### config.mk
export PLATFORM = sky130hd
export DESIGN_NAME = memory_range_coalescer
export DESIGN_NICKNAME = d
export VERILOG_FILES = /design/src/rtl/mrc_pkg.sv /design/src/rtl/memory_range_coalescer.sv /design/src/rtl/mrc_cfg.sv /design/src/rtl/mrc_merge.sv /design/src/rtl/mrc_out_fifo.sv
export SDC_FILE = /design/constraint.sdc
export NUM_CORES = 2
export LEC_CHECK = 0
export BUFFER_PORTS_ARGS = -buffer_cell sky130_fd_sc_hd__buf_4
export CAP_MARGIN = 20
export CELL_PAD_IN_SITES_DETAIL_PLACEMENT = 0
export CELL_PAD_IN_SITES_GLOBAL_PLACEMENT = 1
export CORE_ASPECT_RATIO = 0.8
export CORE_MARGIN = 2
export CORE_UTILIZATION = 50
export CTS_CLUSTER_DIAMETER = 30
export DETAILED_ROUTE_END_ITERATION = 10
export GPL_ROUTABILITY_DRIVEN = 1
export PLACE_DENSITY_LB_ADDON = 0.1
export SLEW_MARGIN = 20
export SYNTH_ARGS = -nofsm -noshare
export SYNTH_HDL_FRONTEND = slang
export SYNTH_SLANG_ARGS = --single-unit
### constraint.sdc
create_clock -name clk_i -period 32.9 [get_ports clk_i]
set_input_delay 8.225 -clock clk_i [delete_from_list [all_inputs] [get_ports clk_i]]
set_output_delay 8.225 -clock clk_i [all_outputs]
set_load 0.1 [all_outputs]
### src/rtl/mrc_pkg.sv
// ----------------------------------------------------------------------------
// mrc_pkg
// Shared types, constants and helpers of the memory range coalescer.
// ----------------------------------------------------------------------------
package mrc_pkg;

  localparam int unsigned PAGE_BITS  = 52;
  localparam int unsigned TYPE_BITS  = 4;
  localparam int unsigned ATTR_BITS  = 64;
  localparam int unsigned APB_DATA_BITS = 32;
  localparam int unsigned APB_ADDR_BITS = 3;

  localparam logic [PAGE_BITS-1:0] PAGE_MAX = {PAGE_BITS{1'b1}};

  // Register indexes (paddr[2])
  localparam logic REG_JOIN_TYPE_A = 1'b0;
  localparam logic REG_JOIN_TYPE_B = 1'b1;

  localparam logic [TYPE_BITS-1:0] JOIN_TYPE_A_RST = 4'd3;
  localparam logic [TYPE_BITS-1:0] JOIN_TYPE_B_RST = 4'd4;

  typedef struct packed {
    logic [TYPE_BITS-1:0] join_a;
    logic [TYPE_BITS-1:0] join_b;
  } cfg_t;

  typedef struct packed {
    logic [TYPE_BITS-1:0] mem_type;
    logic [PAGE_BITS-1:0] start;
    logic [PAGE_BITS-1:0] virt;
    logic [PAGE_BITS-1:0] pages;
    logic [ATTR_BITS-1:0] attr;
  } desc_t;

  typedef struct packed {
    desc_t desc;
    logic  last;
  } entry_t;

  // Up to two result beats per accepted descriptor
  typedef struct packed {
    logic [1:0] cnt;
    entry_t     e0;
    entry_t     e1;
  } push_t;

  function automatic logic joinable(cfg_t cfg, logic [TYPE_BITS-1:0] t);
    joinable = (t == cfg.join_a) || (t == cfg.join_b);
  endfunction

endpackage

### src/rtl/memory_range_coalescer.sv
// ----------------------------------------------------------------------------
// memory_range_coalescer
// Merges adjacent memory-map descriptors of joinable types into one range.
// ----------------------------------------------------------------------------
// One descriptor beat is accepted per cycle and decided in that same cycle
// against the single pending descriptor register; a joined descriptor
// produces no result, a non-joining one emits the pending descriptor, and a
// final beat flushes with out_last set, so one input beat yields zero, one or
// two result beats. Results leave through a four-entry queue at one beat per
// cycle; input stalls while fewer than two queue slots are free, which
// happens when the output is held or when final beats that emit two results
// arrive faster than the queue drains.
// A result released by an accepted beat reaches the output in the next cycle
// when the queue is empty, and waits behind earlier results otherwise.
// The join types are set through the APB port at addresses 0 and 4.
module memory_range_coalescer (
  input  logic                                clk_i,
  input  logic                                rst_ni,
  // APB configuration
  input  logic                                psel,
  input  logic                                penable,
  input  logic                                pwrite,
  input  logic [mrc_pkg::APB_ADDR_BITS-1:0]   paddr,
  input  logic [mrc_pkg::APB_DATA_BITS-1:0]   pwdata,
  output logic [mrc_pkg::APB_DATA_BITS-1:0]   prdata,
  output logic                                pready,
  // descriptor input
  input  logic                                in_valid_i,
  output logic                                in_stall_o,
  input  logic [mrc_pkg::TYPE_BITS-1:0]       mem_type_i,
  input  logic [mrc_pkg::PAGE_BITS-1:0]       start_page_i,
  input  logic [mrc_pkg::PAGE_BITS-1:0]       virt_page_i,
  input  logic [mrc_pkg::PAGE_BITS-1:0]       page_count_i,
  input  logic [mrc_pkg::ATTR_BITS-1:0]       attr_bits_i,
  input  logic                                is_final_i,
  // result output
  output logic                                out_valid_o,
  input  logic                                out_stall_i,
  output logic [mrc_pkg::TYPE_BITS-1:0]       out_type_o,
  output logic [mrc_pkg::PAGE_BITS-1:0]       out_start_page_o,
  output logic [mrc_pkg::PAGE_BITS-1:0]       out_virt_page_o,
  output logic [mrc_pkg::PAGE_BITS-1:0]       out_pages_o,
  output logic [mrc_pkg::ATTR_BITS-1:0]       out_attr_o,
  output logic                                out_last_o
);

  mrc_pkg::cfg_t   cfg;
  mrc_pkg::entry_t in_beat;
  mrc_pkg::push_t  push;
  mrc_pkg::entry_t head;
  logic            room;
  logic            accept;

  mrc_cfg u_cfg (
    .clk_i   (clk_i),
    .rst_ni  (rst_ni),
    .psel    (psel),
    .penable (penable),
    .pwrite  (pwrite),
    .paddr   (paddr),
    .pwdata  (pwdata),
    .prdata  (prdata),
    .pready  (pready),
    .cfg_o   (cfg)
  );

  assign in_stall_o = ~room;
  assign accept     = in_valid_i & room;

  assign in_beat.desc.mem_type = mem_type_i;
  assign in_beat.desc.start    = start_page_i;
  assign in_beat.desc.virt     = virt_page_i;
  assign in_beat.desc.pages    = page_count_i;
  assign in_beat.desc.attr     = attr_bits_i;
  assign in_beat.last          = is_final_i;

  mrc_merge u_merge (
    .clk_i    (clk_i),
    .rst_ni   (rst_ni),
    .accept_i (accept),
    .in_i     (in_beat),
    .cfg_i    (cfg),
    .push_o   (push)
  );

  mrc_out_fifo u_out_fifo (
    .clk_i   (clk_i),
    .rst_ni  (rst_ni),
    .push_i  (push),
    .pop_i   (~out_stall_i),
    .room_o  (room),
    .valid_o (out_valid_o),
    .head_o  (head)
  );

  assign out_type_o       = head.desc.mem_type;
  assign out_start_page_o = head.desc.start;
  assign out_virt_page_o  = head.desc.virt;
  assign out_pages_o      = head.desc.pages;
  assign out_attr_o       = head.desc.attr;
  assign out_last_o       = head.last;

endmodule

### src/rtl/mrc_cfg.sv
// ----------------------------------------------------------------------------
// mrc_cfg
// APB register file holding the two joinable memory type codes.
// ----------------------------------------------------------------------------
module mrc_cfg (
  input  logic                                   clk_i,
  input  logic                                   rst_ni,
  input  logic                                   psel,
  input  logic                                   penable,
  input  logic                                   pwrite,
  input  logic [mrc_pkg::APB_ADDR_BITS-1:0]      paddr,
  input  logic [mrc_pkg::APB_DATA_BITS-1:0]      pwdata,
  output logic [mrc_pkg::APB_DATA_BITS-1:0]      prdata,
  output logic                                   pready,
  output mrc_pkg::cfg_t                          cfg_o
);

  mrc_pkg::cfg_t cfg_q;
  logic          wr_en;

  assign pready = 1'b1;
  assign wr_en  = psel & penable & pwrite & pready;

  always_ff @(posedge clk_i or negedge rst_ni) begin
    if (!rst_ni) begin
      cfg_q.join_a <= mrc_pkg::JOIN_TYPE_A_RST;
      cfg_q.join_b <= mrc_pkg::JOIN_TYPE_B_RST;
    end else if (wr_en) begin
      case (paddr[2])
        mrc_pkg::REG_JOIN_TYPE_A: cfg_q.join_a <= pwdata[mrc_pkg::TYPE_BITS-1:0];
        mrc_pkg::REG_JOIN_TYPE_B: cfg_q.join_b <= pwdata[mrc_pkg::TYPE_BITS-1:0];
        default: ;
      endcase
    end
  end

  always_comb begin
    prdata = '0;
    case (paddr[2])
      mrc_pkg::REG_JOIN_TYPE_A: prdata[mrc_pkg::TYPE_BITS-1:0] = cfg_q.join_a;
      mrc_pkg::REG_JOIN_TYPE_B: prdata[mrc_pkg::TYPE_BITS-1:0] = cfg_q.join_b;
      default: prdata = '0;
    endcase
  end

  assign cfg_o = cfg_q;

endmodule

### src/rtl/mrc_merge.sv
// ----------------------------------------------------------------------------
// mrc_merge
// Pending descriptor register and the combinational join / emit decision.
// ----------------------------------------------------------------------------
module mrc_merge (
  input  logic           clk_i,
  input  logic           rst_ni,
  input  logic           accept_i,
  input  mrc_pkg::entry_t in_i,
  input  mrc_pkg::cfg_t  cfg_i,
  output mrc_pkg::push_t push_o
);

  logic                          held_valid_q, held_valid_d;
  mrc_pkg::desc_t                held_q, held_d;
  logic [mrc_pkg::PAGE_BITS:0]   end_page;
  logic [mrc_pkg::PAGE_BITS:0]   sum_pages;
  logic [mrc_pkg::PAGE_BITS-1:0] sat_pages;
  logic                          join_ok;
  logic                          emit_old;
  mrc_pkg::entry_t               old_res;
  mrc_pkg::entry_t               fin_res;

  // Exact end of the pending range: no wrap to page zero
  assign end_page  = {1'b0, held_q.start} + {1'b0, held_q.pages};
  assign sum_pages = {1'b0, held_q.pages} + {1'b0, in_i.desc.pages};
  assign sat_pages = sum_pages[mrc_pkg::PAGE_BITS] ? mrc_pkg::PAGE_MAX
                                                   : sum_pages[mrc_pkg::PAGE_BITS-1:0];

  assign join_ok = held_valid_q
                 && (in_i.desc.attr == held_q.attr)
                 && (end_page == {1'b0, in_i.desc.start})
                 && mrc_pkg::joinable(cfg_i, in_i.desc.mem_type)
                 && mrc_pkg::joinable(cfg_i, held_q.mem_type);

  assign emit_old = held_valid_q & ~join_ok;

  always_comb begin
    held_d = held_q;
    if (join_ok) begin
      held_d.pages = sat_pages;
    end else begin
      held_d = in_i.desc;
    end
  end

  assign held_valid_d = ~in_i.last;

  assign old_res.desc = held_q;
  assign old_res.last = 1'b0;
  assign fin_res.desc = held_d;
  assign fin_res.last = 1'b1;

  always_comb begin
    push_o.cnt = 2'd0;
    push_o.e0  = old_res;
    push_o.e1  = fin_res;
    if (accept_i) begin
      case ({emit_old, in_i.last})
        2'b10:   push_o.cnt = 2'd1;
        2'b11:   push_o.cnt = 2'd2;
        2'b01: begin
          push_o.cnt = 2'd1;
          push_o.e0  = fin_res;
        end
        default: push_o.cnt = 2'd0;
      endcase
    end
  end

  always_ff @(posedge clk_i or negedge rst_ni) begin
    if (!rst_ni) begin
      held_valid_q <= 1'b0;
      held_q       <= '0;
    end else if (accept_i) begin
      held_valid_q <= held_valid_d;
      held_q       <= held_d;
    end
  end

`ifndef ASSERT_OFF
  a_final_clears: assert property (@(posedge clk_i) disable iff (!rst_ni)
    (accept_i && in_i.last) |=> !held_valid_q)
    else $error("pending descriptor survived a final beat");

  a_join_grows: assert property (@(posedge clk_i) disable iff (!rst_ni)
    (accept_i && join_ok && !in_i.last) |=> (held_q.pages >= $past(held_q.pages)))
    else $error("joined page count shrank");

  a_two_needs_final: assert property (@(posedge clk_i) disable iff (!rst_ni)
    (push_o.cnt == 2'd2) |-> (accept_i && in_i.last && held_valid_q))
    else $error("double result without a final flush");
`endif

endmodule

### src/rtl/mrc_out_fifo.sv
// ----------------------------------------------------------------------------
// mrc_out_fifo
// Four-entry result queue: up to two writes and one read per cycle.
// ----------------------------------------------------------------------------
module mrc_out_fifo (
  input  logic            clk_i,
  input  logic            rst_ni,
  input  mrc_pkg::push_t  push_i,
  input  logic            pop_i,
  output logic            room_o,
  output logic            valid_o,
  output mrc_pkg::entry_t head_o
);

  mrc_pkg::entry_t mem_q [4];
  logic [1:0]      wr_q, wr_d;
  logic [1:0]      rd_q, rd_d;
  logic [2:0]      cnt_q, cnt_d;
  logic            pop;

  assign valid_o = (cnt_q != 3'd0);
  assign pop     = pop_i & valid_o;
  // Two free slots cover the worst-case beat count of one descriptor
  assign room_o  = (cnt_q <= 3'd2);
  assign head_o  = mem_q[rd_q];

  assign wr_d  = wr_q + push_i.cnt;
  assign rd_d  = rd_q + {1'b0, pop};
  assign cnt_d = cnt_q + {1'b0, push_i.cnt} - {2'b00, pop};

  always_ff @(posedge clk_i or negedge rst_ni) begin
    if (!rst_ni) begin
      wr_q  <= 2'd0;
      rd_q  <= 2'd0;
      cnt_q <= 3'd0;
    end else begin
      wr_q  <= wr_d;
      rd_q  <= rd_d;
      cnt_q <= cnt_d;
    end
  end

  always_ff @(posedge clk_i) begin
    if (push_i.cnt != 2'd0) begin
      mem_q[wr_q] <= push_i.e0;
    end
    if (push_i.cnt == 2'd2) begin
      mem_q[wr_q + 2'd1] <= push_i.e1;
    end
  end

`ifndef ASSERT_OFF
  a_no_overflow: assert property (@(posedge clk_i) disable iff (!rst_ni)
    (cnt_q > 3'd2) |-> (push_i.cnt == 2'd0))
    else $error("result queue overflow");

  a_cnt_bound: assert property (@(posedge clk_i) disable iff (!rst_ni)
    (cnt_q <= 3'd4) && ((wr_q - rd_q) == cnt_q[1:0]))
    else $error("result queue pointers out of step");
`endif

endmodule
==> reports/metrics.cfg <==
[worst_setup_path]
critPathRequiredTime_ns=24.67
critPathBufInv=2
worstSetupEndpointType=output port
slowest_delay_ns=0.34
crit_cells=3
rr_worst_depth=22
critPathMostFrequentCell=buf_4
cp.arrival_ns=8.93
worstPathMaxFanout=6
crit_chain=buf_4 > mux2_2 > buf_4
crit_type=input pin to output port
cp_top_family=buffers and inverters
start_kind=input pin
critPathSlowestCell=mux2_2

[timing]
fin_crit_ns=17.16
fin_crit_sh_pct=52.2
setup_viol=0
fin_setup_tns_ns=0
clock.fmax_ghz=0.0583
fin_ws_ns=15.74
rsz0062_at_grt=no
holdWs_ns=0.450
slew_viol_final=0
slew_headroom_pct=19.8
hold_viol_final=0
worst_slew_pin_slew_ns=1.20
fin_skew_ns=0.0736

[floorplan]
die_area_um2=125000
ios=527
core_um2=121000
placementRows=114
die_width_um=395
die_y_um=317
start_util_pct=50.5

[final_layout]
drive_above_1_share_pct=23.4
final_cell_mix=edfxtp_1 (896), a22o_1 (666), nand2_1 (579), buf_4 (520), o21ai_0 (265)
final_nets=5607
final_common_cell=edfxtp_1
syn2layout_area_growth_pct=20.2

[global_route]
overflow=0
grt.total_usage_pct=32.5
grt_max_degree=130
grt_pass1_vias=43500
antenna_found_initial=24
grt_pass1_wl_um=300000

[synth]
ys_warn_count=0
synth.top_cell.area_share_pct=44.1
synthDistinctLibCells=101
synth.largest_area_cell=edfxtp_1
synthTopCellsByArea=edfxtp_1 (44%), dfrtp_1 (9.7%), a22o_1 (9.6%)
syn_inst=4852
synth.avg_cell_area_um2=12.6
ys_ff_latch=1140
synth_area_um2=61100
synth_seq_area_share_pct=54.0
async_reset_ff_share_pct=21.1
synth-edff-count=896
synth_flop_cell=edfxtp_1

[routing]
drtIter0Drc=4664
vias=45600
drc_errors=0
viasPerCell=6.47
avgRoutedWirePerCell_um=29.4
ant_nets=0
wl_um=207000
dr.pass1.iters=6

[place]
io_buffers=467
dp_slack_ns=15.75
dp_hpwl_um=129000
gp_congestion=0.953

[min_path]
hp-class=flop to flop
hold_depth=2

[cts]
path_clk_slew_ns=0.05
hold_buffers=0
root_buffer=clkbuf_16
ctsResizeCount=0
cts.sinks=1140
clockBufferDepth=3
post_cts_buffers=0
cts_buffers=217
htreeDepth=4
tritoncts=yes
insertion_delay_ns=0.85

[pwr]
p_sw_mw=4.27
p_leak_nw=27.7
powerDensity_nw_per_um2=121
pwr-share-seq_pct=25.0
pwr-share-comb_pct=49.2
switching_share_pct=48.0
irDropWorstVdd_v=0.000102
power.internal_mw=4.62
pwr-share-clk_pct=25.8

[outcome]
status=finished, final reports clean

[flow_run]
cap_violations=0

## routing by layer
layer  GRT usage (%)  wire length, um
met4            10.6             6190
met1            44.8            84900
met2            51.7            97700
met5               0              138
met3            6.83            18400
## stage by stage
| stage | cell area (um2) | utilization (%) | instances | power, mW |
|---|---|---|---|---|
| final | 73400 | 60.7 | 7060 | 8.89 |
| after global routing | 73400 | 60.7 | 7058 | 9.22 |
| after CTS | 73300 | 60.6 | 7044 | 8.87 |
| after detailed placement | 65600 | 54.3 | 6630 | 6.56 |
| after global placement | 65600 | 54.3 | 6630 | 6.55 |
| after floorplan | 61200 | - | 4879 | 5.38 |
## cells by family (layout without fill, tap and decap cells)
group           Yosys count  in the layout  synth area share, %
simple gates           1123           1123                 8.50
flops                  1140           1140                 54.0
other cells               2             43               0.0123
xor+xnor                187            187                 2.68
buf+inv                 451            994                 3.22
mux                     390            390                 11.3
fa+ha+maj               113            113                 2.35
compound gates         1446           1446                 17.9
## final cells by class
class                      count  area [um2]
inverter                      52         203
antenna                       14        35.0
multi-input combinational   3288       26400
timing repair buffer         528        4050
fill                        9693       47600
clock buffer                 276        5820
clock inverter               138        1850
sequential                  1140       33000
tap                         1624        2030
## worst paths after layout
check	from	end	slack, ns
max in group asynchronous	rst_ni	u_merge.held_q[184]	23.38
min	u_out_fifo.mem_q[0][0]	u_out_fifo.mem_q[0][0]	0.45
min reg2reg	u_out_fifo.mem_q[0][0]	u_out_fifo.mem_q[0][0]	0.45
max	paddr[2]	prdata[1]	15.74
max reg2reg	u_merge.held_q[96]	u_out_fifo.mem_q[2][212]	23.40
min in group asynchronous	rst_ni	u_merge.held_q[138]	7.35
## registers in the layout (all words and copies together), names as in the netlist
| signal | flops |
|---|---|
| u_cfg.cfg_o | 8 |
| u_merge.held_q | 224 |
| u_merge.held_valid_q | 1 |
| u_out_fifo.cnt_q | 3 |
| u_out_fifo.mem_q | 900 |
| u_out_fifo.rd_q | 2 |
| u_out_fifo.wr_q | 2 |
## worst reg2reg max path: stages (launching register included)
cell	delay [ns]
dfrtp_1	0.55
ha_1	0.50
a21oi_1	0.27
o21ai_0	0.29
a22oi_1	0.59
nand2_1	0.23
and3_1	0.19
or4_1	0.57
nor4b_1	0.54
nand4_1	0.38
and4bb_1	0.59
nand3_4	0.09
buf_4	0.40
nand2_1	0.23
ha_1	0.36
inv_1	0.15
nor2_1	0.19
nor3_1	0.65
nand3_1	0.63
o21ai_4	0.18
buf_4	0.62
buf_4	0.81
a22o_1	0.30
## power by group through the flow
stage / registers [mW] / logic (mW) / clock network [mW]
final: 2.22 / 4.37 / 2.30
after global routing: 2.25 / 4.58 / 2.39
after CTS: 2.23 / 4.33 / 2.31
after detailed placement: 2.25 / 4.31 / 0
after global placement: 2.23 / 4.31 / 0
after floorplan: 2.12 / 3.26 / 0
## Yosys cell counts (all sizes together) (85+ instances only)
cell type	instances
o21ai	304
clkbuf	214
dfrtp	237
nand2	585
edfxtp	896
buf	185
xnor2	102
a22o	666
xor2	85
ha	110
a21oi	135
nor2	137
mux4	225
mux2	124
(Power assumes the default switching activity.)
